[src/hdl/hvb_pkg.sv]
`timescale 1ns / 1ps
`default_nettype none
// ----------------------------------------------------------------------------
// hvb_pkg
// Types, widths, reset values and helpers shared by the boost regulator.
// ----------------------------------------------------------------------------
package hvb_pkg;

  localparam int SAMPLE_W   = 10;
  localparam int LEVEL_W    = 10;
  localparam int DUTY_W     = 10;
  localparam int BAND_W     = 8;
  localparam int COUNT_W    = 8;
  localparam int ERR_W      = 12;
  localparam int SUM_W      = 14;
  localparam int CFG_IDX_W  = 3;
  localparam int CFG_DATA_W = 10;

  localparam logic [COUNT_W-1:0] COUNT_MAX = {COUNT_W{1'b1}};

  localparam logic [LEVEL_W-1:0] TARGET_RST     = LEVEL_W'(689);
  localparam logic [BAND_W-1:0]  BAND_RST       = BAND_W'(35);
  localparam logic [DUTY_W-1:0]  DUTY_LIMIT_RST = DUTY_W'(180);
  localparam logic [COUNT_W-1:0] LEVEL_TRIP_RST = COUNT_W'(50);
  localparam logic [COUNT_W-1:0] DUTY_TRIP_RST  = COUNT_W'(200);

  typedef enum logic [1:0] {
    KIND_SAMPLE    = 2'd0,
    KIND_SUPERVISE = 2'd1,
    KIND_RAMP      = 2'd2
  } kind_t;

  typedef enum logic [1:0] {
    FAULT_NONE = 2'd0,
    FAULT_DUTY = 2'd1,
    FAULT_HIGH = 2'd2,
    FAULT_LOW  = 2'd3
  } fault_t;

  typedef enum logic [CFG_IDX_W-1:0] {
    REG_TARGET     = 3'd0,
    REG_BAND       = 3'd1,
    REG_DUTY_LIMIT = 3'd2,
    REG_LEVEL_TRIP = 3'd3,
    REG_DUTY_TRIP  = 3'd4
  } cfg_reg_t;

  typedef struct packed {
    logic [LEVEL_W-1:0] target_level;
    logic [BAND_W-1:0]  error_band;
    logic [DUTY_W-1:0]  duty_limit;
    logic [COUNT_W-1:0] level_trip_count;
    logic [COUNT_W-1:0] duty_trip_count;
  } cfg_t;

  typedef struct packed {
    logic [1:0]          kind;
    logic [SAMPLE_W-1:0] sample;
  } in_word_t;

  typedef struct packed {
    logic [DUTY_W-1:0] pwm_duty;
    logic [1:0]        fault_code;
    logic              startup_done;
  } out_word_t;

  // Saturating up count
  function automatic logic [COUNT_W-1:0] count_up(input logic [COUNT_W-1:0] c);
    count_up = (c == COUNT_MAX) ? c : c + COUNT_W'(1);
  endfunction

  // Down count that stops at zero
  function automatic logic [COUNT_W-1:0] count_down(input logic [COUNT_W-1:0] c);
    count_down = (c == '0) ? c : c - COUNT_W'(1);
  endfunction

endpackage
`default_nettype wire

[src/hdl/hvb_in_if.sv]
`timescale 1ns / 1ps
`default_nettype none
// ----------------------------------------------------------------------------
// hvb_in_if
// Valid/ready channel carrying one input word (kind and feedback sample).
// ----------------------------------------------------------------------------
interface hvb_in_if;
  logic              valid;
  logic              ready;
  hvb_pkg::in_word_t data;

  modport source (output valid, output data, input ready);
  modport sink   (input valid, input data, output ready);
endinterface
`default_nettype wire

[src/hdl/hvb_out_if.sv]
`timescale 1ns / 1ps
`default_nettype none
// ----------------------------------------------------------------------------
// hvb_out_if
// Valid/ready channel carrying one result word (duty, fault, startup status).
// ----------------------------------------------------------------------------
interface hvb_out_if;
  logic               valid;
  logic               ready;
  hvb_pkg::out_word_t data;

  modport source (output valid, output data, input ready);
  modport sink   (input valid, input data, output ready);
endinterface
`default_nettype wire

[src/hdl/hvb_core.sv]
`timescale 1ns / 1ps
`default_nettype none
// ----------------------------------------------------------------------------
// hvb_core
// Regulator state and its registered update: PD duty step with clamps,
// band supervision with trip counters, startup ramp and fault latch.
// ----------------------------------------------------------------------------
module hvb_core (
  input  wire logic               clk,
  input  wire logic               rst_n,
  input  wire logic               step,
  input  wire hvb_pkg::in_word_t  word,
  input  wire hvb_pkg::cfg_t      cfg,
  output hvb_pkg::out_word_t      result
);

  localparam int LVL_PAD = hvb_pkg::ERR_W - hvb_pkg::LEVEL_W;
  localparam int ERR_PAD = hvb_pkg::SUM_W - hvb_pkg::ERR_W;
  localparam int DUT_PAD = hvb_pkg::SUM_W - hvb_pkg::DUTY_W;
  localparam int BND_PAD = hvb_pkg::ERR_W - hvb_pkg::BAND_W;

  logic [hvb_pkg::DUTY_W-1:0]         duty_level_r, duty_level_nxt;
  logic signed [hvb_pkg::ERR_W-1:0]   last_error_r, last_error_nxt;
  logic [hvb_pkg::LEVEL_W-1:0]        last_sample_r, last_sample_nxt;
  logic [hvb_pkg::DUTY_W-1:0]         startup_limit_r, startup_limit_nxt;
  logic [hvb_pkg::COUNT_W-1:0]        over_count_r, over_count_nxt;
  logic [hvb_pkg::COUNT_W-1:0]        under_count_r, under_count_nxt;
  logic [hvb_pkg::COUNT_W-1:0]        sat_count_r, sat_count_nxt;
  hvb_pkg::fault_t                    fault_r, fault_nxt;

  logic                               update;
  logic signed [hvb_pkg::ERR_W-1:0]   err;
  logic signed [hvb_pkg::ERR_W-1:0]   err_div8;
  logic signed [hvb_pkg::SUM_W-1:0]   duty_sum;
  logic signed [hvb_pkg::SUM_W-1:0]   duty_limit_ext;
  logic signed [hvb_pkg::SUM_W-1:0]   startup_ext;
  logic signed [hvb_pkg::ERR_W-1:0]   band_hi;
  logic signed [hvb_pkg::ERR_W-1:0]   band_lo;
  logic signed [hvb_pkg::ERR_W-1:0]   level_ext;
  logic                               startup_done;

  // Items are ignored once a fault is latched
  assign update = step && (fault_r == hvb_pkg::FAULT_NONE);

  // Control error and its eighth, truncated toward zero
  always_comb begin
    err = $signed({{LVL_PAD{1'b0}}, cfg.target_level})
        - $signed({{LVL_PAD{1'b0}}, word.sample});
    if (err[hvb_pkg::ERR_W-1]) begin
      err_div8 = (err + hvb_pkg::ERR_W'(7)) >>> 3;
    end else begin
      err_div8 = err >>> 3;
    end
    duty_sum = $signed({{DUT_PAD{1'b0}}, duty_level_r})
             + $signed({{ERR_PAD{err_div8[hvb_pkg::ERR_W-1]}}, err_div8})
             + $signed({{ERR_PAD{err[hvb_pkg::ERR_W-1]}}, err})
             - $signed({{ERR_PAD{last_error_r[hvb_pkg::ERR_W-1]}}, last_error_r});
    duty_limit_ext = $signed({{DUT_PAD{1'b0}}, cfg.duty_limit});
    startup_ext    = $signed({{DUT_PAD{1'b0}}, startup_limit_r});
  end

  // Supervision band around the target
  always_comb begin
    band_hi   = $signed({{LVL_PAD{1'b0}}, cfg.target_level})
              + $signed({{BND_PAD{1'b0}}, cfg.error_band});
    band_lo   = $signed({{LVL_PAD{1'b0}}, cfg.target_level})
              - $signed({{BND_PAD{1'b0}}, cfg.error_band});
    level_ext = $signed({{LVL_PAD{1'b0}}, last_sample_r});
    startup_done = (startup_limit_r >= cfg.duty_limit);
  end

  // Next state for the item kind
  always_comb begin
    duty_level_nxt    = duty_level_r;
    last_error_nxt    = last_error_r;
    last_sample_nxt   = last_sample_r;
    startup_limit_nxt = startup_limit_r;
    over_count_nxt    = over_count_r;
    under_count_nxt   = under_count_r;
    sat_count_nxt     = sat_count_r;
    fault_nxt         = fault_r;
    if (update) begin
      case (word.kind)
        hvb_pkg::KIND_SAMPLE: begin
          last_sample_nxt = word.sample;
          last_error_nxt  = err;
          if (duty_sum[hvb_pkg::SUM_W-1]) begin
            duty_level_nxt = '0;
          end else if (duty_sum > duty_limit_ext) begin
            duty_level_nxt = cfg.duty_limit;
            sat_count_nxt  = hvb_pkg::count_up(sat_count_r);
          end else if (duty_sum > startup_ext) begin
            duty_level_nxt = startup_limit_r;
          end else begin
            duty_level_nxt = duty_sum[hvb_pkg::DUTY_W-1:0];
          end
        end
        hvb_pkg::KIND_SUPERVISE: begin
          if (startup_done && (level_ext > band_hi)) begin
            over_count_nxt = hvb_pkg::count_up(over_count_r);
          end else if (startup_done && (level_ext < band_lo)) begin
            under_count_nxt = hvb_pkg::count_up(under_count_r);
          end else begin
            over_count_nxt  = hvb_pkg::count_down(over_count_r);
            under_count_nxt = hvb_pkg::count_down(under_count_r);
          end
          // Trip priority: duty saturation, then high, then low
          if (sat_count_r > cfg.duty_trip_count) begin
            fault_nxt = hvb_pkg::FAULT_DUTY;
          end else if (over_count_nxt > cfg.level_trip_count) begin
            fault_nxt = hvb_pkg::FAULT_HIGH;
          end else if (under_count_nxt > cfg.level_trip_count) begin
            fault_nxt = hvb_pkg::FAULT_LOW;
          end
          if (fault_nxt != hvb_pkg::FAULT_NONE) begin
            duty_level_nxt = '0;
          end
        end
        hvb_pkg::KIND_RAMP: begin
          if (startup_limit_r < cfg.duty_limit) begin
            startup_limit_nxt = startup_limit_r + hvb_pkg::DUTY_W'(1);
          end
        end
        default: begin
        end
      endcase
    end
  end

  // Result word reflects the state after this item
  always_comb begin
    result.pwm_duty     = (fault_nxt != hvb_pkg::FAULT_NONE) ? '0 : duty_level_nxt;
    result.fault_code   = fault_nxt;
    result.startup_done = (startup_limit_nxt >= cfg.duty_limit);
  end

  // Hold regulator state
  always_ff @(posedge clk) begin
    if (!rst_n) begin
      duty_level_r    <= '0;
      last_error_r    <= '0;
      last_sample_r   <= '0;
      startup_limit_r <= '0;
      over_count_r    <= '0;
      under_count_r   <= '0;
      sat_count_r     <= '0;
      fault_r         <= hvb_pkg::FAULT_NONE;
    end else begin
      duty_level_r    <= duty_level_nxt;
      last_error_r    <= last_error_nxt;
      last_sample_r   <= last_sample_nxt;
      startup_limit_r <= startup_limit_nxt;
      over_count_r    <= over_count_nxt;
      under_count_r   <= under_count_nxt;
      sat_count_r     <= sat_count_nxt;
      fault_r         <= fault_nxt;
    end
  end

  // A latched fault never clears or changes outside reset
  a_fault_sticky: assert property (@(posedge clk) disable iff (!rst_n)
    (fault_r != hvb_pkg::FAULT_NONE) |=> (fault_r == $past(fault_r)))
    else $error("latched fault changed");

  // Startup limit only moves up by one
  a_ramp_step: assert property (@(posedge clk) disable iff (!rst_n)
    ($past(rst_n) && (startup_limit_r != $past(startup_limit_r)))
      |-> (startup_limit_r == $past(startup_limit_r) + hvb_pkg::DUTY_W'(1)))
    else $error("startup limit moved by other than one");

  // Duty is zero whenever a fault is latched
  a_fault_zero_duty: assert property (@(posedge clk) disable iff (!rst_n)
    (fault_r != hvb_pkg::FAULT_NONE) |-> (duty_level_r == '0))
    else $error("duty not zero under fault");

endmodule
`default_nettype wire

[src/hdl/hv_boost_regulator_top.sv]
// Each accepted word moves from the input register to the result register on out_if.
// One word per cycle while out_if is ready; state update is a single registered pass.
// Backpressure on out_if stalls the input register and then in_if.ready.
// Reset (rst_n low, synchronous): all regulator state zero, no fault, config at
// its default values, both pipeline registers empty.
`timescale 1ns / 1ps
`default_nettype none
// ----------------------------------------------------------------------------
// hv_boost_regulator_top
// Supervised PD regulator for a high-voltage boost stage, with config port.
// ----------------------------------------------------------------------------
module hv_boost_regulator_top (
  input  wire logic                               clk,
  input  wire logic                               rst_n,
  hvb_in_if.sink                                  in_if,
  hvb_out_if.source                               out_if,
  input  wire logic                               cfg_we,
  input  wire logic [hvb_pkg::CFG_IDX_W-1:0]      cfg_index,
  input  wire logic [hvb_pkg::CFG_DATA_W-1:0]     cfg_wdata
);

  hvb_pkg::cfg_t      cfg_r;
  logic               s1_valid_r;
  hvb_pkg::in_word_t  s1_word_r;
  logic               out_valid_r;
  hvb_pkg::out_word_t out_word_r;
  hvb_pkg::out_word_t core_result;
  logic               in_accept;
  logic               s1_fire;

  // Pipeline handshake
  assign s1_fire     = s1_valid_r && (!out_valid_r || out_if.ready);
  assign in_if.ready = !s1_valid_r || s1_fire;
  assign in_accept   = in_if.valid && in_if.ready;

  // Configuration registers
  always_ff @(posedge clk) begin
    if (!rst_n) begin
      cfg_r.target_level     <= hvb_pkg::TARGET_RST;
      cfg_r.error_band       <= hvb_pkg::BAND_RST;
      cfg_r.duty_limit       <= hvb_pkg::DUTY_LIMIT_RST;
      cfg_r.level_trip_count <= hvb_pkg::LEVEL_TRIP_RST;
      cfg_r.duty_trip_count  <= hvb_pkg::DUTY_TRIP_RST;
    end else if (cfg_we) begin
      case (cfg_index)
        hvb_pkg::REG_TARGET:     cfg_r.target_level     <= cfg_wdata[hvb_pkg::LEVEL_W-1:0];
        hvb_pkg::REG_BAND:       cfg_r.error_band       <= cfg_wdata[hvb_pkg::BAND_W-1:0];
        hvb_pkg::REG_DUTY_LIMIT: cfg_r.duty_limit       <= cfg_wdata[hvb_pkg::DUTY_W-1:0];
        hvb_pkg::REG_LEVEL_TRIP: cfg_r.level_trip_count <= cfg_wdata[hvb_pkg::COUNT_W-1:0];
        hvb_pkg::REG_DUTY_TRIP:  cfg_r.duty_trip_count  <= cfg_wdata[hvb_pkg::COUNT_W-1:0];
        default: begin
        end
      endcase
    end
  end

  // Input register: capture word, hold while the result side stalls
  always_ff @(posedge clk) begin
    if (!rst_n) begin
      s1_valid_r <= 1'b0;
    end else begin
      s1_valid_r <= in_accept || (s1_valid_r && !s1_fire);
    end
  end

  always_ff @(posedge clk) begin
    if (in_accept) begin
      s1_word_r <= in_if.data;
    end
  end

  hvb_core u_core (
    .clk    (clk),
    .rst_n  (rst_n),
    .step   (s1_fire),
    .word   (s1_word_r),
    .cfg    (cfg_r),
    .result (core_result)
  );

  // Result register: load on advance, hold until taken
  always_ff @(posedge clk) begin
    if (!rst_n) begin
      out_valid_r <= 1'b0;
    end else begin
      out_valid_r <= s1_fire || (out_valid_r && !out_if.ready);
    end
  end

  always_ff @(posedge clk) begin
    if (s1_fire) begin
      out_word_r <= core_result;
    end
  end

  assign out_if.valid = out_valid_r;
  assign out_if.data  = out_word_r;

  // A new result only follows a word waiting in the input register
  a_out_from_s1: assert property (@(posedge clk) disable iff (!rst_n)
    $rose(out_valid_r) |-> $past(s1_valid_r))
    else $error("result appeared without a pending word");

  // Reported faults always come with zero duty
  a_fault_duty: assert property (@(posedge clk) disable iff (!rst_n)
    (out_valid_r && (out_word_r.fault_code != hvb_pkg::FAULT_NONE))
      |-> (out_word_r.pwm_duty == '0))
    else $error("fault reported with nonzero duty");

  // The input register never drops a word while the result side stalls
  a_s1_hold: assert property (@(posedge clk) disable iff (!rst_n)
    (s1_valid_r && out_valid_r && !out_if.ready) |=> s1_valid_r)
    else $error("pending word dropped under stall");

endmodule
`default_nettype wire

[src/flat_wrapper.sv]
// flat-port wrapper written by rule: the top's interface ports become plain ports
module hv_boost_regulator_top_flat 
  (clk, rst_n, cfg_we, cfg_index, cfg_wdata, in_if_valid, in_if_data, in_if_ready, out_if_valid, out_if_data, out_if_ready);
  hvb_in_if in_if_i ();
  hvb_out_if out_if_i ();
  input  wire logic clk;
  input  wire logic rst_n;
  input  wire logic cfg_we;
  input  wire logic [hvb_pkg::CFG_IDX_W-1:0] cfg_index;
  input  wire logic [hvb_pkg::CFG_DATA_W-1:0] cfg_wdata;
  input wire logic [$bits(in_if_i.valid)-1:0] in_if_valid;
  input wire logic [$bits(in_if_i.data)-1:0] in_if_data;
  output wire logic [$bits(in_if_i.ready)-1:0] in_if_ready;
  output wire logic [$bits(out_if_i.valid)-1:0] out_if_valid;
  output wire logic [$bits(out_if_i.data)-1:0] out_if_data;
  input wire logic [$bits(out_if_i.ready)-1:0] out_if_ready;
  assign in_if_i.valid = in_if_valid;
  assign in_if_i.data = in_if_data;
  assign in_if_ready = in_if_i.ready;
  assign out_if_valid = out_if_i.valid;
  assign out_if_data = out_if_i.data;
  assign out_if_i.ready = out_if_ready;
  hv_boost_regulator_top u_core (.clk(clk), .rst_n(rst_n), .in_if(in_if_i), .out_if(out_if_i), .cfg_we(cfg_we), .cfg_index(cfg_index), .cfg_wdata(cfg_wdata));
endmodule
[config.mk]
export PLATFORM = sky130hd
export DESIGN_NAME = hv_boost_regulator_top_flat
export DESIGN_NICKNAME = d
export VERILOG_FILES = /design/src/hdl/hvb_pkg.sv /design/src/hdl/hvb_in_if.sv /design/src/hdl/hvb_out_if.sv /design/src/hdl/hvb_core.sv /design/src/hdl/hv_boost_regulator_top.sv /design/src/flat_wrapper.sv
export SDC_FILE = /design/constraint.sdc
export NUM_CORES = 1
export LEC_CHECK = 0
export ABC_AREA = 1
export BUFFER_PORTS_ARGS = -buffer_cell sky130_fd_sc_hd__buf_2
export CAP_MARGIN = 20
export CORE_MARGIN = 2
export CORE_UTILIZATION = 40
export CTS_BUF_LIST = sky130_fd_sc_hd__clkbuf_4
export DETAILED_ROUTE_END_ITERATION = 8
export PLACE_DENSITY_LB_ADDON = 0.25
export SYNTH_ARGS = -nofsm -noshare
export SYNTH_HDL_FRONTEND = slang
export SYNTH_SLANG_ARGS = --single-unit
[constraint.sdc]
create_clock -name clk -period 7.25 [get_ports clk]
set_input_delay 0.725 -clock clk [delete_from_list [all_inputs] [get_ports clk]]
set_output_delay 0.725 -clock clk [all_outputs]
set_load 0.01 [all_outputs]
# After elaboration in Yosys (flattened, before gate mapping)
# Cells that the tools add are included.
# Widths: inputs -> output; s select.
dict set report classes {
  order_cmp 10
  reduce_logical 30
  muxes 29
  n_addsub 13
  n_eq_ne 9
  bitwise 2
}
# operator n
set op_table {}
lappend op_table {{$mux 8} 12}
lappend op_table {{$mux 10} 8}
lappend op_table {{$gt 14x11->1} 2}
lappend op_table {{$add 8x1->8 const B} 3}
lappend op_table {{$eq 8x8->1 const B} 3}
lappend op_table {{$gt 8x8->1} 3}
lappend op_table {{$ge 10x10->1} 2}
lappend op_table {{$pmux 10 s2} 1}
lappend op_table {{$logic_not 8->1} 2}
lappend op_table {{$sub 8x1->8 const B} 2}
lappend op_table {{$add 13x11->14} 1}
lappend op_table {{$mux 2} 7}
lappend op_table {{$reduce_and 2->1} 7}
lappend op_table {{$sub 14x11->14} 1}
lappend op_table {{$add 11x12->13} 1}
lappend op_table {{$add 11x4->12 const B} 1}
lappend op_table {{$mux 12} 1}
lappend op_table {{$add 10x8->11} 1}
lappend op_table {{$gt 10x11->1} 1}
lappend op_table {{$lt 11x11->1} 1}
lappend op_table {{$sub 10x10->11} 1}
lappend op_table {{$sub 10x8->11} 1}
lappend op_table {{$add 10x1->10 const B} 1}
lappend op_table {{$lt 10x10->1} 1}
lappend op_table {{13 further kinds} 29}
dict set report totals {
  in_bits 30
  output_inout_bits 15
  elab_cells 113
  register_bits 138
}

# Logic depth before layout (Yosys ltp)
dict set report depth {
  ltp_word 17
  mapped_depth 38
  ltp_nobuf 37
}

# Hierarchy
# From an unflattened synthesis, not the netlist that was laid out.
dict set report unflattened {
  hier_cells 1555
  hier_area_um2 11105.7
}
# module instances area_each_um2 cells_per_inst
set modules_own_cells {}
lappend modules_own_cells {hvb_core 1 8503.2 1272}
lappend modules_own_cells {hv_boost_regulator_top 1 2602.5 283}

# Worst setup path before layout
# No wires, ideal clock.
dict set report synth_path {
  kind {reg-to-reg}
  startpoint {reg u_core.s1_word_r[0] (netlist bit)}
  endpoint {reg u_core.out_word_r, in the netlist u_core.out_if.data[12], data pin}
  slack_ps 1710
  setup_ps 266
  required_ps 6984
  stages_incl_launch_ff 27
  n_path_buf 1
  t_arrival_ps 5274
  cell_sequence {edfxtp_1 > ha_1 > fa_1 > inv_1 > a31oi_1 > o21ai_1 > a21oi_1 > o21ai_0 > xor2_1 > inv_1 > fa_1 > fa_1 > ha_1 > nand2_1 > inv_1 > a21oi_1 > nand2_2 > xor2_1 > ha_1 > nand2_1 > nor4_1 > nand4_4 > nand3_2 > buf_6 > o21ai_1 > o21ai_1 > a21oi_1}
}
dict set report synth_between {
  elab_chain_len 12
  elab_cells_between_ends 13
  cone_classes {add/sub: 5; order compare: 2; mux: 6}
}
# item line
set synth_lines {}
lappend synth_lines {{from (decl)} hv_boost_regulator_top.sv:24} ;# hvb_pkg::in_word_t s1_word_r;
lappend synth_lines {{from (signal assigned)} hv_boost_regulator_top.sv:68} ;# s1_word_r <= in_if.data;
lappend synth_lines {{$sub 10x10->11 (*)} hvb_core.sv:48} ;# - $signed({{LVL_PAD{1'b0}}, word.sample});
lappend synth_lines {{net u_core.u_core.err, one bit} hvb_core.sv:32} ;# logic signed [hvb_pkg::ERR_W-1:0] err;
lappend synth_lines {{$add 11x4->12} hvb_core.sv:50} ;# err_div8 = (err + hvb_pkg::ERR_W'(7)) >>> 3;
lappend synth_lines {{$mux 12} hvb_core.sv:49} ;# if (err[hvb_pkg::ERR_W-1]) begin
lappend synth_lines {{$add 11x12->13} hvb_core.sv:55} ;# + $signed({{ERR_PAD{err_div8[hvb_pkg::ERR_W-1]}}, err_div8})
lappend synth_lines {{$add 13x11->14 (*)} hvb_core.sv:56} ;# + $signed({{ERR_PAD{err[hvb_pkg::ERR_W-1]}}, err})
lappend synth_lines {{$sub 14x11->14 (*)} hvb_core.sv:57} ;# - $signed({{ERR_PAD{last_error_r[hvb_pkg::ERR_W-1]}}, last_error_r});
lappend synth_lines {{$gt 14x11->1} hvb_core.sv:92} ;# end else if (duty_sum > startup_ext) begin
lappend synth_lines {{$mux 10} hvb_core.sv:92}
lappend synth_lines {{$mux 10} hvb_core.sv:89} ;# end else if (duty_sum > duty_limit_ext) begin
lappend synth_lines {{$mux 10 (*)} hvb_core.sv:87} ;# if (duty_sum[hvb_pkg::SUM_W-1]) begin
lappend synth_lines {{$pmux 10 s2 (*)} hvb_core.sv:83} ;# case (word.kind)
lappend synth_lines {{$mux 10 (*)} hvb_core.sv:82} ;# if (update) begin
lappend synth_lines {{to (signal assigned)} hv_boost_regulator_top.sv:92} ;# out_word_r <= core_result;
lappend synth_lines {{to (decl)} hv_boost_regulator_top.sv:26} ;# hvb_pkg::out_word_t out_word_r;
# Mark *: on every way through the listed nets, which the timed path passes. The rest lies on a longest branch.
# A chain may end at the register's enable or synchronous reset.

# Worst setup path in the final report
dict set report layout_path {
  startpoint {reg u_core.s1_word_r[0] (netlist bit)}
  endpoint {reg u_core.out_word_r, in the netlist u_core.out_if.data[8], data pin}
}
# The elaborated chain is that of the path after synthesis.

==> impl_metrics.yaml <==
floorplan:
  initial_core_util_pct: 40.5
  io-pin-count: 45
  floorplan.die.height_um: 169
  placeableCoreArea_sq_um: 26900
  rows: 60
  floorplan.die_area_sq_um: 28600
  chipWidth_um: 169
pwr:
  clock_power_share_pct: 16.1
  p_sw_mw: 1.62
  power.internal_mw: 1.73
  swShare_pct: 48.3
  power.combinational.fraction_pct: 58.8
  power_frac_seq_pct: 25.1
  ir_worst_vdd_mv: 0.128
  leakage_power_nw: 5.58
  pwr_density_cell_nw_per_um2: 285
timing:
  finalHoldViolCount: 0
  max_slew_margin_vs_limit_pct: 39.0
  setup_total_negative_slack_ps: 0
  final-setup-viol-count: 0
  worst_slew_pin_slew_ps: 908
  rsz0062_at_grt: "false"
  timing.fmax_ghz: 0.152
  timing.final.max_slew_violations: 0
  period_needed_ps: 6570
  period_share_pct: 90.6
  final.setup_skew_ps: 30.8
detailed_routing:
  route.detailed.vias_per_inst: 5.14
  antenna_violating_nets_post_route: 0
  drc: 0
  detailroute.via_count: 9718
  first_iter_violations: 743
  wl_per_cell_um: 15.4
  drt_first_pass_iters: 5
  finalWirelength_um: 29200
worst_setup_path:
  crit_arrival_ps: 6980
  critical-path-slowest-cell: "sky130_fd_sc_hd__nor4_1"
  worst_path_most_repeated_cell: "sky130_fd_sc_hd__nand2_1"
  crit_path_max_fanout: 11
  setup.worst_path.start_class: "flip-flop"
  worst-endpoint-required_ps: 7670
  criticalPathCategory: "flip-flop to flip-flop"
  timing.critical_path.slowest_cell_delay_ps: 610
  critPathCaptureType: "flip-flop"
synth:
  syn_area_cell_sq_um: 7.28
  yosys.area.top_type: "sky130_fd_sc_hd__dfxtp_1"
  synth-edff-count: 25
  ys_seq_elements: 138
  synth.area.top_cells: "sky130_fd_sc_hd__dfxtp_1 21%, sky130_fd_sc_hd__ha_1 15%, sky130_fd_sc_hd__nand2_1 9.3%, sky130_fd_sc_hd__inv_1 8.0%, sky130_fd_sc_hd__a21oi_1 7.0%"
  cell_count_after_synthesis: 1496
  synthesis.nets: 1681
  synth_cell_type_count: 51
  netlist_area_sq_um: 10900
  ys_warn_count: 0
  synth.yosys.seq_area_share_pct: 27.6
  synth_flop_cell: "sky130_fd_sc_hd__dfxtp_1"
  async_reset_ff_share_pct: 0
  synthDominantCellAreaShare_pct: 20.8
clock_network:
  post-cts-setup-buffers: 0
  cts_max_path_buffers: 2
  clkSinkCount: 138
  cts_buffers: 17
  clock_transition_at_path_regs_ps: 130
  worstSkewPairLatency_ps: 570
  h_tree_level_count: 4
  tritoncts: "done"
  cts-root-buf: "sky130_fd_sc_hd__clkbuf_4"
placement:
  place_area_sq_um: 11500
  gp_routability_congestion: 0.878
  post-dp-hpwl_um: 23000
  io_buffer_count: 44
final_layout:
  layout_commonest_cell: "sky130_fd_sc_hd__nand2_1"
  syn_to_final_growth_pct: 7.87
  post_route_cells_drive_above_1_share_pct: 8.15
  post-route-cell-area_sq_um: 11800
  layout.nets: 1718
  mostFrequentLayoutCells: "271 x sky130_fd_sc_hd__nand2_1, 231 x sky130_fd_sc_hd__inv_1, 153 x sky130_fd_sc_hd__a21oi_1"
global_route:
  first_global_vias: 9007
  antenna_found_initial: 1
  grt_first_pass_wirelength_um: 47300
  gr-usage-all-layers_pct: 21.0
  grt_max_degree: 75
  grt_remaining_overflow: 0
status:
  outcome: "complete, no violations"
flow_run:
  timing.max_cap.violations: 0
worst_hold_path:
  min-delay-path-class: "input pin to flip-flop"
==> final timing paths <==
path	slack, ps	cells past startpoint	from	to
worst max-delay path	680	29	u_core.s1_word_r[0]	u_core.out_if.data[8]
worst min-delay path	330	1	in_if_data[2]	u_core.s1_word_r[2]
worst max register to register	680	29	u_core.s1_word_r[0]	u_core.out_if.data[8]
worst min register to register	470	2	u_core.cfg_r[4]	u_core.cfg_r[4]
==> per-stage QoR <==
step                      hold slack [ps]  power, mW  util [%]  cells  worst slack (ps)
after floorplan                       433       2.39         -   1496              1710
after global placement                452       2.79      42.6   1855               705
after detailed placement              453       2.81      42.6   1855               661
after CTS                             289       3.36      43.7   1887               638
after global routing                  274       3.70      43.7   1889              2.78
final                                 326       3.35      43.7   1889               685
==> cell usage after synthesis, types with 4 or more instances <==
| library cell | count |
|---|---|
| sky130_fd_sc_hd__nand4_1 | 27 |
| sky130_fd_sc_hd__a21boi_0 | 4 |
| sky130_fd_sc_hd__a211oi_1 | 7 |
| sky130_fd_sc_hd__nor4_1 | 4 |
| sky130_fd_sc_hd__nand3_2 | 4 |
| sky130_fd_sc_hd__nand3_1 | 93 |
| sky130_fd_sc_hd__buf_2 | 4 |
| sky130_fd_sc_hd__o21ai_1 | 6 |
| sky130_fd_sc_hd__fa_1 | 23 |
| sky130_fd_sc_hd__clkbuf_1 | 26 |
| sky130_fd_sc_hd__clkinv_1 | 4 |
| sky130_fd_sc_hd__edfxtp_1 | 25 |
| sky130_fd_sc_hd__dfxtp_1 | 113 |
| sky130_fd_sc_hd__nor2_2 | 10 |
| sky130_fd_sc_hd__o21ai_0 | 93 |
| sky130_fd_sc_hd__nand2_2 | 9 |
| sky130_fd_sc_hd__nand2_1 | 271 |
| sky130_fd_sc_hd__inv_1 | 232 |
| sky130_fd_sc_hd__o211ai_1 | 15 |
| sky130_fd_sc_hd__o21bai_1 | 11 |
| sky130_fd_sc_hd__nor2_1 | 109 |
| sky130_fd_sc_hd__xnor2_1 | 6 |
| sky130_fd_sc_hd__xor2_1 | 55 |
| sky130_fd_sc_hd__ha_1 | 132 |
| sky130_fd_sc_hd__a21oi_1 | 153 |
| sky130_fd_sc_hd__nor3_1 | 20 |
==> power groups by stage <==
stage                     Combinational [mW]  Sequential, mW  Clock, mW
after floorplan                         1.54           0.849          0
after global placement                  1.93           0.860          0
after detailed placement                1.95           0.860          0
after CTS                               1.96           0.843      0.553
after global routing                    2.26           0.847      0.590
final                                   1.97           0.842      0.540
==> logic make-up (layout without fill, tap and decap cells) <==
family          Yosys count  after routing  synth area share, %
flops                   138            138                 27.6
fa+ha+maj               155            155                 19.4
xor+xnor                 61             61                 4.90
simple gates            566            566                 23.2
other cells               0              2                    0
buf+inv                 273            323                 9.66
compound gates          303            303                 15.2
==> layer usage <==
layer,track usage [%],up-vias,wire length [um]
met1,29.0,4441,14100
li1,-,5026,-
met5,0,-,0
met3,3.04,28,1240
met2,34.0,223,13200
met4,6.24,0,594
==> registers in the layout, summed over array words and instances, names as in the netlist <==
name / flops
u_core.cfg_r: 44
u_core.out_if.data: 13
u_core.s1_word_r: 12
u_core.u_core.last_error_r: 11
u_core.u_core.duty_level_r: 10
u_core.u_core.last_sample_r: 10
u_core.u_core.startup_limit_r: 10
u_core.u_core.over_count_r: 8
u_core.u_core.sat_count_r: 8
u_core.u_core.under_count_r: 8
u_core.u_core.fault_r: 2
u_core.out_if.valid: 1
u_core.s1_valid_r: 1
==> critical path, delay by kind of cell (launching register included) <==
kind                     cells  cell delay, ps
buffers and inverters        3             270
XOR/XNOR                     2             710
adder cells (fa/ha/maj)      5            1720
flip-flops                   1             440
AO/OA/AOI/OAI                5             850
AND/OR/NAND/NOR             14            2440
==> layout make-up <==
type / count / area [sq um]
Inverter: 239 / 897
Timing Repair Buffer: 52 / 280
Multi-Input combinational cell: 1085 / 6840
Fill cell: 2815 / 15100
Clock inverter: 12 / 140
Tap cell: 341 / 427
Sequential cell: 138 / 3010
Clock buffer: 20 / 150
Antenna cell: 2 / 5.00
==> repair_timing <==
action                     CTS  global route
resized for setup            0             1
setup endpoints to repair    0             3
hold buffers                 0             0
No activity file was read; power rests on OpenSTA's default activity.
